File: src/rtl/core/assert_macros.svh
// Assertion macros for the SHA-1 hasher RTL.
// Each macro expands to one labeled concurrent assertion on clk.
`ifndef ASSERT_MACROS_SVH
`define ASSERT_MACROS_SVH

// Checked at every rising edge of clk while arst_n is high.
`define SHA1H_ASSERT(lbl, prop, msg) \
	lbl: assert property (@(posedge clk) disable iff (!arst_n) prop) else $error(msg);

// Checked at every rising edge of clk, reset included.
`define SHA1H_ASSERT_ALWAYS(lbl, prop, msg) \
	lbl: assert property (@(posedge clk) prop) else $error(msg);

`endif

File: src/rtl/core/sha1h_pkg.sv
// Package for the SHA-1 byte stream hasher: state and command types, constants.
// No dependencies; used by the controller, the datapath and the top level.
package sha1h_pkg;

	typedef enum logic [2:0] {
		ST_IDLE,
		ST_ROUND,
		ST_FOLD,
		ST_PAD,
		ST_EMIT
	} state_t;

	typedef enum logic [1:0] {
		PAD_MARK,
		PAD_ZERO,
		PAD_LEN,
		PAD_DONE
	} pad_t;

	typedef enum logic [1:0] {
		BSEL_INPUT,
		BSEL_MARK,
		BSEL_ZERO,
		BSEL_LEN
	} bsel_t;

	typedef struct packed {
		logic        push;
		bsel_t       bsel;
		logic [2:0]  len_idx;
		logic        count;
		logic        load;
		logic        round;
		logic [6:0]  round_idx;
		logic        fold;
		logic [2:0]  word_idx;
		logic        clear;
	} cmd_t;

	localparam logic [31:0] H_INIT [0:4] = '{
		32'h67452301, 32'hEFCDAB89, 32'h98BADCFE, 32'h10325476, 32'hC3D2E1F0
	};

	localparam logic [31:0] ROUND_K [0:3] = '{
		32'h5A827999, 32'h6ED9EBA1, 32'h8F1BBCDC, 32'hCA62C1D6
	};

	localparam logic [7:0] PAD_BYTE   = 8'h80;
	localparam logic [5:0] FILL_LAST  = 6'd63;
	localparam logic [5:0] FILL_LEN   = 6'd56;
	localparam logic [6:0] ROUND_LAST = 7'd79;
	localparam logic [6:0] W_DIRECT   = 7'd16;
	localparam logic [6:0] ROUND_B1   = 7'd20;
	localparam logic [6:0] ROUND_B2   = 7'd40;
	localparam logic [6:0] ROUND_B3   = 7'd60;
	localparam logic [2:0] LEN_LAST   = 3'd7;
	localparam logic [2:0] WORD_LAST  = 3'd4;

endpackage

File: src/rtl/core/sha1h_ctrl.sv
// Controller of the SHA-1 hasher: handshakes, block fill, padding and round sequencing.
// Depends on sha1h_pkg and assert_macros.svh; drives the datapath through cmd_t.
`include "assert_macros.svh"

module sha1h_ctrl (
	input  logic              clk,
	input  logic              arst_n,
	input  logic              in_valid,
	input  logic              has_byte,
	input  logic              end_of_message,
	output logic              in_stall,
	output logic              out_valid,
	input  logic              out_stall,
	output logic [2:0]        word_index,
	output logic              last_word,
	output sha1h_pkg::cmd_t   cmd
);

	sha1h_pkg::state_t state_q, state_d;
	sha1h_pkg::pad_t   pad_q, pad_d;
	logic [5:0]        fill_q, fill_d;
	logic [6:0]        round_q, round_d;
	logic [2:0]        len_q, len_d;
	logic [2:0]        emit_q, emit_d;
	logic              fin_q, fin_d;
	logic              in_take;
	logic              pad_push;
	logic              push;

	assign in_take  = (state_q == sha1h_pkg::ST_IDLE) && in_valid;
	assign pad_push = (state_q == sha1h_pkg::ST_PAD) &&
		!((pad_q == sha1h_pkg::PAD_ZERO) && (fill_q == sha1h_pkg::FILL_LEN));
	assign push     = (in_take && has_byte) || pad_push;

	always_comb begin
		state_d = state_q;
		pad_d   = pad_q;
		fill_d  = fill_q;
		round_d = round_q;
		len_d   = len_q;
		emit_d  = emit_q;
		fin_d   = fin_q;
		case (state_q)
			sha1h_pkg::ST_IDLE: begin
				if (in_valid) begin
					fin_d = end_of_message;
					pad_d = sha1h_pkg::PAD_MARK;
					len_d = '0;
					if (end_of_message) begin
						state_d = sha1h_pkg::ST_PAD;
					end
				end
			end
			sha1h_pkg::ST_ROUND: begin
				round_d = 7'(round_q + 7'd1);
				if (round_q == sha1h_pkg::ROUND_LAST) begin
					state_d = sha1h_pkg::ST_FOLD;
				end
			end
			sha1h_pkg::ST_FOLD: begin
				if (!fin_q) begin
					state_d = sha1h_pkg::ST_IDLE;
				end else if (pad_q == sha1h_pkg::PAD_DONE) begin
					state_d = sha1h_pkg::ST_EMIT;
				end else begin
					state_d = sha1h_pkg::ST_PAD;
				end
			end
			sha1h_pkg::ST_PAD: begin
				case (pad_q)
					sha1h_pkg::PAD_MARK: begin
						pad_d = sha1h_pkg::PAD_ZERO;
					end
					sha1h_pkg::PAD_ZERO: begin
						if (fill_q == sha1h_pkg::FILL_LEN) begin
							pad_d = sha1h_pkg::PAD_LEN;
						end
					end
					sha1h_pkg::PAD_LEN: begin
						len_d = 3'(len_q + 3'd1);
						if (len_q == sha1h_pkg::LEN_LAST) begin
							pad_d = sha1h_pkg::PAD_DONE;
						end
					end
					default: begin
						pad_d = pad_q;
					end
				endcase
			end
			sha1h_pkg::ST_EMIT: begin
				if (!out_stall) begin
					emit_d = 3'(emit_q + 3'd1);
					if (emit_q == sha1h_pkg::WORD_LAST) begin
						emit_d  = '0;
						fin_d   = 1'b0;
						state_d = sha1h_pkg::ST_IDLE;
					end
				end
			end
			default: begin
				state_d = sha1h_pkg::ST_IDLE;
			end
		endcase
		if (push) begin
			fill_d = 6'(fill_q + 6'd1);
			if (fill_q == sha1h_pkg::FILL_LAST) begin
				round_d = '0;
				state_d = sha1h_pkg::ST_ROUND;
			end
		end
	end

	always_comb begin
		in_stall      = (state_q != sha1h_pkg::ST_IDLE);
		out_valid     = (state_q == sha1h_pkg::ST_EMIT);
		word_index    = emit_q;
		last_word     = (emit_q == sha1h_pkg::WORD_LAST);
		cmd.push      = push;
		cmd.bsel      = sha1h_pkg::BSEL_INPUT;
		if (state_q == sha1h_pkg::ST_PAD) begin
			case (pad_q)
				sha1h_pkg::PAD_MARK: cmd.bsel = sha1h_pkg::BSEL_MARK;
				sha1h_pkg::PAD_ZERO: cmd.bsel = sha1h_pkg::BSEL_ZERO;
				default:             cmd.bsel = sha1h_pkg::BSEL_LEN;
			endcase
		end
		cmd.len_idx   = len_q;
		cmd.count     = in_take && has_byte;
		cmd.load      = push && (fill_q == sha1h_pkg::FILL_LAST);
		cmd.round     = (state_q == sha1h_pkg::ST_ROUND);
		cmd.round_idx = round_q;
		cmd.fold      = (state_q == sha1h_pkg::ST_FOLD);
		cmd.word_idx  = emit_q;
		cmd.clear     = (state_q == sha1h_pkg::ST_EMIT) && !out_stall &&
			(emit_q == sha1h_pkg::WORD_LAST);
	end

	always_ff @(posedge clk or negedge arst_n) begin
		if (!arst_n) begin
			state_q <= sha1h_pkg::ST_IDLE;
			pad_q   <= sha1h_pkg::PAD_MARK;
			fill_q  <= '0;
			round_q <= '0;
			len_q   <= '0;
			emit_q  <= '0;
			fin_q   <= 1'b0;
		end else begin
			state_q <= state_d;
			pad_q   <= pad_d;
			fill_q  <= fill_d;
			round_q <= round_d;
			len_q   <= len_d;
			emit_q  <= emit_d;
			fin_q   <= fin_d;
		end
	end

	`SHA1H_ASSERT(a_emit_blocks_input, out_valid |-> in_stall, "Input taken while digest words are pending.")
	`SHA1H_ASSERT(a_round_range, (state_q == sha1h_pkg::ST_ROUND) |-> (round_q <= sha1h_pkg::ROUND_LAST), "Round counter ran past the last round.")
	`SHA1H_ASSERT(a_load_wraps_fill, cmd.load |=> (fill_q == '0) && (state_q == sha1h_pkg::ST_ROUND), "A full block did not start compression with an empty fill.")
	`SHA1H_ASSERT(a_digest_done, cmd.clear |=> (state_q == sha1h_pkg::ST_IDLE) && (fill_q == '0) && !fin_q, "Controller did not return to its initial state after the digest.")
	`SHA1H_ASSERT_ALWAYS(a_reset_idle, !arst_n |-> (state_q == sha1h_pkg::ST_IDLE), "Controller left idle during reset.")

endmodule

File: src/rtl/core/sha1h_dp.sv
// Datapath of the SHA-1 hasher: block and schedule window, round registers, chaining words.
// Depends on sha1h_pkg; controlled by sha1h_ctrl through cmd_t.
module sha1h_dp (
	input  logic              clk,
	input  logic              arst_n,
	input  sha1h_pkg::cmd_t   cmd,
	input  logic [7:0]        data_byte,
	output logic [31:0]       digest_word
);

	logic [511:0] blk_q;
	logic [31:0]  h_q [0:4];
	logic [63:0]  bit_cnt_q;
	logic [31:0]  a_q, b_q, c_q, d_q, e_q;
	logic [7:0]   push_byte;
	logic [5:0]   len_shift;
	logic [31:0]  sched_x;
	logic [31:0]  wt;
	logic [31:0]  f;
	logic [31:0]  k;
	logic [31:0]  t;

	assign len_shift = {3'(~cmd.len_idx), 3'b000};

	always_comb begin
		case (cmd.bsel)
			sha1h_pkg::BSEL_INPUT: push_byte = data_byte;
			sha1h_pkg::BSEL_MARK:  push_byte = sha1h_pkg::PAD_BYTE;
			sha1h_pkg::BSEL_ZERO:  push_byte = '0;
			default:               push_byte = 8'(bit_cnt_q >> len_shift);
		endcase
	end

	// The window holds sixteen schedule words, the oldest in the top bits.
	assign sched_x = blk_q[95:64] ^ blk_q[255:224] ^ blk_q[447:416] ^ blk_q[511:480];
	assign wt = (cmd.round_idx < sha1h_pkg::W_DIRECT) ? blk_q[511:480] :
		{sched_x[30:0], sched_x[31]};

	always_comb begin
		if (cmd.round_idx < sha1h_pkg::ROUND_B1) begin
			f = (b_q & c_q) | (~b_q & d_q);
			k = sha1h_pkg::ROUND_K[0];
		end else if (cmd.round_idx < sha1h_pkg::ROUND_B2) begin
			f = b_q ^ c_q ^ d_q;
			k = sha1h_pkg::ROUND_K[1];
		end else if (cmd.round_idx < sha1h_pkg::ROUND_B3) begin
			f = (b_q & c_q) | (b_q & d_q) | (c_q & d_q);
			k = sha1h_pkg::ROUND_K[2];
		end else begin
			f = b_q ^ c_q ^ d_q;
			k = sha1h_pkg::ROUND_K[3];
		end
	end

	assign t = {a_q[26:0], a_q[31:27]} + f + e_q + wt + k;

	always_ff @(posedge clk) begin
		if (cmd.push) begin
			blk_q <= {blk_q[503:0], push_byte};
		end else if (cmd.round) begin
			blk_q <= {blk_q[479:0], wt};
		end
	end

	always_ff @(posedge clk) begin
		if (cmd.load) begin
			a_q <= h_q[0];
			b_q <= h_q[1];
			c_q <= h_q[2];
			d_q <= h_q[3];
			e_q <= h_q[4];
		end else if (cmd.round) begin
			a_q <= t;
			b_q <= a_q;
			c_q <= {b_q[1:0], b_q[31:2]};
			d_q <= c_q;
			e_q <= d_q;
		end
	end

	always_ff @(posedge clk or negedge arst_n) begin
		if (!arst_n) begin
			for (int i = 0; i < 5; i++) begin
				h_q[i] <= sha1h_pkg::H_INIT[i];
			end
			bit_cnt_q <= '0;
		end else begin
			if (cmd.clear) begin
				for (int i = 0; i < 5; i++) begin
					h_q[i] <= sha1h_pkg::H_INIT[i];
				end
				bit_cnt_q <= '0;
			end else begin
				if (cmd.fold) begin
					h_q[0] <= h_q[0] + a_q;
					h_q[1] <= h_q[1] + b_q;
					h_q[2] <= h_q[2] + c_q;
					h_q[3] <= h_q[3] + d_q;
					h_q[4] <= h_q[4] + e_q;
				end
				if (cmd.count) begin
					bit_cnt_q <= bit_cnt_q + 64'd8;
				end
			end
		end
	end

	always_comb begin
		case (cmd.word_idx)
			3'd0:    digest_word = h_q[0];
			3'd1:    digest_word = h_q[1];
			3'd2:    digest_word = h_q[2];
			3'd3:    digest_word = h_q[3];
			3'd4:    digest_word = h_q[4];
			default: digest_word = '0;
		endcase
	end

endmodule

File: src/rtl/core/sha1_byte_stream_hasher_core.sv
// SHA-1 byte stream hasher, top level: joins the controller and the datapath.
// Depends on sha1h_pkg, sha1h_ctrl and sha1h_dp.
//
// Usage: each input transaction carries data_byte with has_byte, and may set
// end_of_message. Bytes are taken one per cycle while in_stall is low.
// A byte that completes a 64-byte block holds in_stall high while the
// single round unit runs 80 rounds and the result is then added into the
// chaining words. An end-of-message transaction starts padding, which
// pushes one pad byte per cycle, apart from the step into the length bytes
// and while a compression runs, and runs one or two further compressions.
// The digest then leaves as five output transactions, H0 first, last_word
// set on H4, one per cycle while out_stall is low. A stalled word holds
// unchanged and no input is taken until the fifth word leaves, after which
// the hasher is back in its initial state. Reset loads the initial chaining
// words and clears the bit count and the fill at once; the block buffer
// needs no clearing.
module sha1_byte_stream_hasher_core (
	input  logic        clk,
	input  logic        arst_n,
	input  logic        in_valid,
	output logic        in_stall,
	input  logic [7:0]  data_byte,
	input  logic        has_byte,
	input  logic        end_of_message,
	output logic        out_valid,
	input  logic        out_stall,
	output logic [31:0] digest_word,
	output logic [2:0]  word_index,
	output logic        last_word
);

	sha1h_pkg::cmd_t cmd;

	sha1h_ctrl u_ctrl (
		.clk            (clk),
		.arst_n         (arst_n),
		.in_valid       (in_valid),
		.has_byte       (has_byte),
		.end_of_message (end_of_message),
		.in_stall       (in_stall),
		.out_valid      (out_valid),
		.out_stall      (out_stall),
		.word_index     (word_index),
		.last_word      (last_word),
		.cmd            (cmd)
	);

	sha1h_dp u_dp (
		.clk         (clk),
		.arst_n      (arst_n),
		.cmd         (cmd),
		.data_byte   (data_byte),
		.digest_word (digest_word)
	);

endmodule
File: config.mk
export PLATFORM = sky130hd
export DESIGN_NAME = sha1_byte_stream_hasher_core
export DESIGN_NICKNAME = d
export VERILOG_FILES = /design/src/rtl/core/sha1h_pkg.sv /design/src/rtl/core/sha1h_ctrl.sv /design/src/rtl/core/sha1h_dp.sv /design/src/rtl/core/sha1_byte_stream_hasher_core.sv
export VERILOG_INCLUDE_DIRS = /design/src /design/src/rtl/core
export SDC_FILE = /design/constraint.sdc
export NUM_CORES = 2
export LEC_CHECK = 0
export BUFFER_PORTS_ARGS = -buffer_cell sky130_fd_sc_hd__buf_2
export CAP_MARGIN = 20
export CORE_ASPECT_RATIO = 0.75
export CORE_MARGIN = 1
export CORE_UTILIZATION = 25
export DETAILED_ROUTE_END_ITERATION = 10
export PLACE_DENSITY = 0.49
export SLEW_MARGIN = 20
export SYNTH_ARGS = -nofsm -noshare
export SYNTH_HDL_FRONTEND = slang
export SYNTH_HIERARCHICAL = 1
export SYNTH_SLANG_ARGS = --single-unit
File: constraint.sdc
create_clock -name clk -period 8.96 [get_ports clk]
set_input_delay 1.344 -clock clk [delete_from_list [all_inputs] [get_ports clk]]
set_output_delay 1.344 -clock clk [all_outputs]
set_load 0.01 [all_outputs]
==> results.tsv <==
metric	value	unit
post-synthesis instance area	54100	um2
maximum clock skew at final layout	37.2	ps
combinational family with the most area after synthesis	multiplexers	
root buf cell	clkbuf_16	
routing layer with the top usage in global route	met1	
nets	4883	
Synth Instances	4540	
slowest cell on the critical path	a41oi_1	
max_cap viols	0	
launching instance or port of the critical path	u_ctrl/round_q[4]$_DFF_PN0_	
arithmetic-cell share of the synthesized area counting full adders, half adders and majority gates	9.37	%
Boundary Pins	52	
clock latency at the later pin of the worst-skew pair	740	ps
CP most frequent cell	inv_1	
FF-to-FF path depth	21	
total number of placement rows	147	
combined global-route utilization of all metal layers	14.1	%
routed wire length per instance	21.1	um
maximum fanout count along the critical path	17	
Buffers on Ports	51	
clock buffer depth	3	
global-route wire length before repair	233	mm
M1 GR Usage	22.0	%
vias per std cell	4.82	
Reg-to-Reg End	u_dp/a_q[23]$_DFFE_PP_	
share of Yosys cell area claimed by the top area cell type	37.3	%
share of cell area taken by muxes after synthesis	14.8	%
final number of hold-violating endpoints	0	
clock transition time at the flip-flop clock pins of the worst setup and hold paths	70	ps
met3 Usage GRT	4.65	%
core region area	214000	um2
Worst-Margin Slew	1070	ps
Post-CTS Setup Bufs	0	
drc violations	0	
area growth from synthesis to layout	12.2	%
Die Width	539	um
run status	finished, final reports clean	
Die Height	405	um
endpoint required time on the critical path	9420	ps
Num CTS Buffers	96	
Cell Chain, Critical Path	a41oi_1 -> nand2_1 -> buf_4 -> inv_1 -> nor2_2 -> buf_4 -> inv_1 -> o221ai_1 -> fa_1 -> inv_1 -> fa_1 -> ha_1 -> a21o_1 -> a21oi_1 -> o31ai_1 -> a21oi_1 -> o21bai_1 -> a2111oi_0 -> o31ai_1 -> xnor2_1 -> o21ai_0	
type of the most critical hold path	reg2reg	
kind of critical path	reg2reg	
top-count cell post-synth	edfxtp_1	
clock sink total	918	
register-to-register path setup slack	2130	ps
kind of capture point of the worst setup path	flip-flop	
remaining antenna violation count after routing	0	
Net Count, Synth	4884	
Seq/Total Area, Yosys	48.9	%
number of detailed-routing iterations run before antenna repair	5	
share of the synthesized netlist area taken by xor and xnor gates	5.10	%
remaining global-route overflow	0	
number of warning messages in the yosys log	6	
cell types with the largest area share after synthesis	edfxtp_1, mux2_2, dfrtp_1	
vias in the first global route	34735	
EDFF count, synth	672	
delay contributed by the slowest stage of the critical path	860	ps
number of H-tree branching levels	3	
HPWL after DPL	112	mm
Post-CTS Resized	0	
clock tree from TritonCTS	yes	
starting density of the core	25.2	%
routability-driven placement congestion ratio	0.886	
max frequency	0.146	GHz
DIE AREA	218000	um2
share of flip-flops with an asynchronous set or reset after synthesis	26.8	%
hold-critical path depth	1	
pin count of the biggest net entering global routing	208	
area fraction in compound gates after synthesis	10.7	%
post-synthesis cell type count	100	
period utilization	76.2	%
register bit total from synthesis	918	
top flip-flop cell by instance count after synthesis	edfxtp_1	
vias after detailed routing	35897	
leading area contributor after synthesis	edfxtp_1	
GR met2 Demand/Resource	18.2	%
Critical Path Start Type	flip-flop	
reg-to-reg critical path startpoint	u_ctrl/round_q[4]$_DFF_PN0_	
Detailed Route Iter0 Violations	3326	
antenna violations before repair	10	
Synth top cells by count	edfxtp_1, mux2_2, nor2_1, nand2_1, o21ai_0	
setup TNS	0	ps
final WL	157	mm
Slew Viols, Final	0	
relative max-transition margin	27.9	%
unrepaired setup endpoints after global routing	no	
capture point of the worst path	u_dp/a_q[23]$_DFFE_PP_	
fraction of the mapped netlist area in simple logic gates	8.04	%
average size of a mapped cell	11.9	um2
hold buffers post-CTS	0	
total of endpoints with negative setup slack in the final report	0	
time the final worst path needs with I/O delays and setup	6830	ps
layout cell share with drive strength beyond 1	21.1	%
CP Data Arrival Time	7280	ps
cell type report:
type                       count  area, um2
antenna                        4       10.0
clock buffer                 136       2680
clock inverter                42        398
fill                       22144     154000
inverter                     241        915
multi-input combinational   3185      26000
sequential                   918      26400
tap                         2831       3540
timing repair buffer          97        688
metal layers:
layer	routed length [um]	part of all wire [%]
met5	0	0
met4	2750	1.7
met3	14600	9.3
met2	59400	38
met1	80500	51
flip-flops by register name (all words and copies together) (netlist names):
name / count
u_dp/bit_cnt_q: 61
u_dp/b_q: 32
u_ctrl/round_q: 7
u_dp/e_q: 32
u_dp/blk_q: 512
u_ctrl/fill_q: 6
u_ctrl/word_index: 3
u_ctrl/fin_q: 1
u_ctrl/state_q: 3
u_dp/c_q: 32
u_ctrl/len_q: 3
u_dp/h_q: 160
u_ctrl/pad_q: 2
u_dp/a_q: 32
u_dp/d_q: 32
placed cells by master (no fill, tap or decap), drive strengths merged, types with 27 or more instances in the layout:
cell type / netlist / final
nor3: 42 / 42
inv: 241 / 244
buf: 42 / 97
clkbuf: 154 / 136
o21ai: 286 / 286
xnor2: 215 / 215
nand4: 27 / 27
o211ai: 27 / 27
a221o: 51 / 51
nor2: 318 / 318
fa: 125 / 125
a211oi: 28 / 28
mux2: 575 / 575
clkinv: 0 / 33
a21o: 86 / 86
edfxtp: 672 / 672
mux2i: 120 / 120
ha: 205 / 205
dfstp: 80 / 80
nand3: 63 / 63
nand2b: 39 / 39
nand2: 301 / 301
a21oi: 234 / 234
and3: 39 / 39
xor2: 100 / 100
dfrtp: 166 / 166
cell families (layout without fill, tap and decap cells):
group / count (synthesis) / after routing
adders and majority gates: 330 / 330
DFF: 918 / 918
and+or+nand+nor: 936 / 936
AOI/OAI and AO/OA: 895 / 895
xor gates and xnor gates: 315 / 315
muxes: 709 / 709
other: 0 / 4
buffers and inverters: 437 / 516
worst max-delay path, delay by kind of cell (launching register included):
family          cells  cell delay [ps]
xor+xnor            1              150
compound gates     10             3080
buf+inv             5             1230
fa+ha+maj           3             1390
flops               1              470
simple gates        2              210
how the worst min path moves through the flow:
stage	start	to
2_1_floorplan	u_ctrl/fill_q[5]$_DFFE_PN0N_	u_ctrl/fill_q[5]$_DFFE_PN0N_
3_3_place_gp	u_ctrl/fill_q[5]$_DFFE_PN0N_	u_ctrl/fill_q[5]$_DFFE_PN0N_
3_5_place_dp	u_ctrl/fill_q[5]$_DFFE_PN0N_	u_ctrl/fill_q[5]$_DFFE_PN0N_
4_1_cts	u_ctrl/fill_q[5]$_DFFE_PN0N_	u_ctrl/fill_q[5]$_DFFE_PN0N_
5_1_grt	u_ctrl/fill_q[5]$_DFFE_PN0N_	u_ctrl/fill_q[5]$_DFFE_PN0N_
6_report	u_ctrl/fill_q[5]$_DFFE_PN0N_	u_ctrl/fill_q[5]$_DFFE_PN0N_
through the flow:
stage	setup slack, ps	utilization, %	hold WS [ps]	instance area [um2]	std cells
floorplan	1830	-	434	54100	4540
global placement	2350	26.8	459	57500	7270
CTS	2090	28.3	466	60600	7448
global route	1490	28.3	480	60700	7452
detailed placement	2100	26.8	456	57500	7270
finish	2130	28.3	465	60700	7454
Power is not shown: default switching activity piles up to over one toggle a cycle in this logic, so the estimate is an artifact.
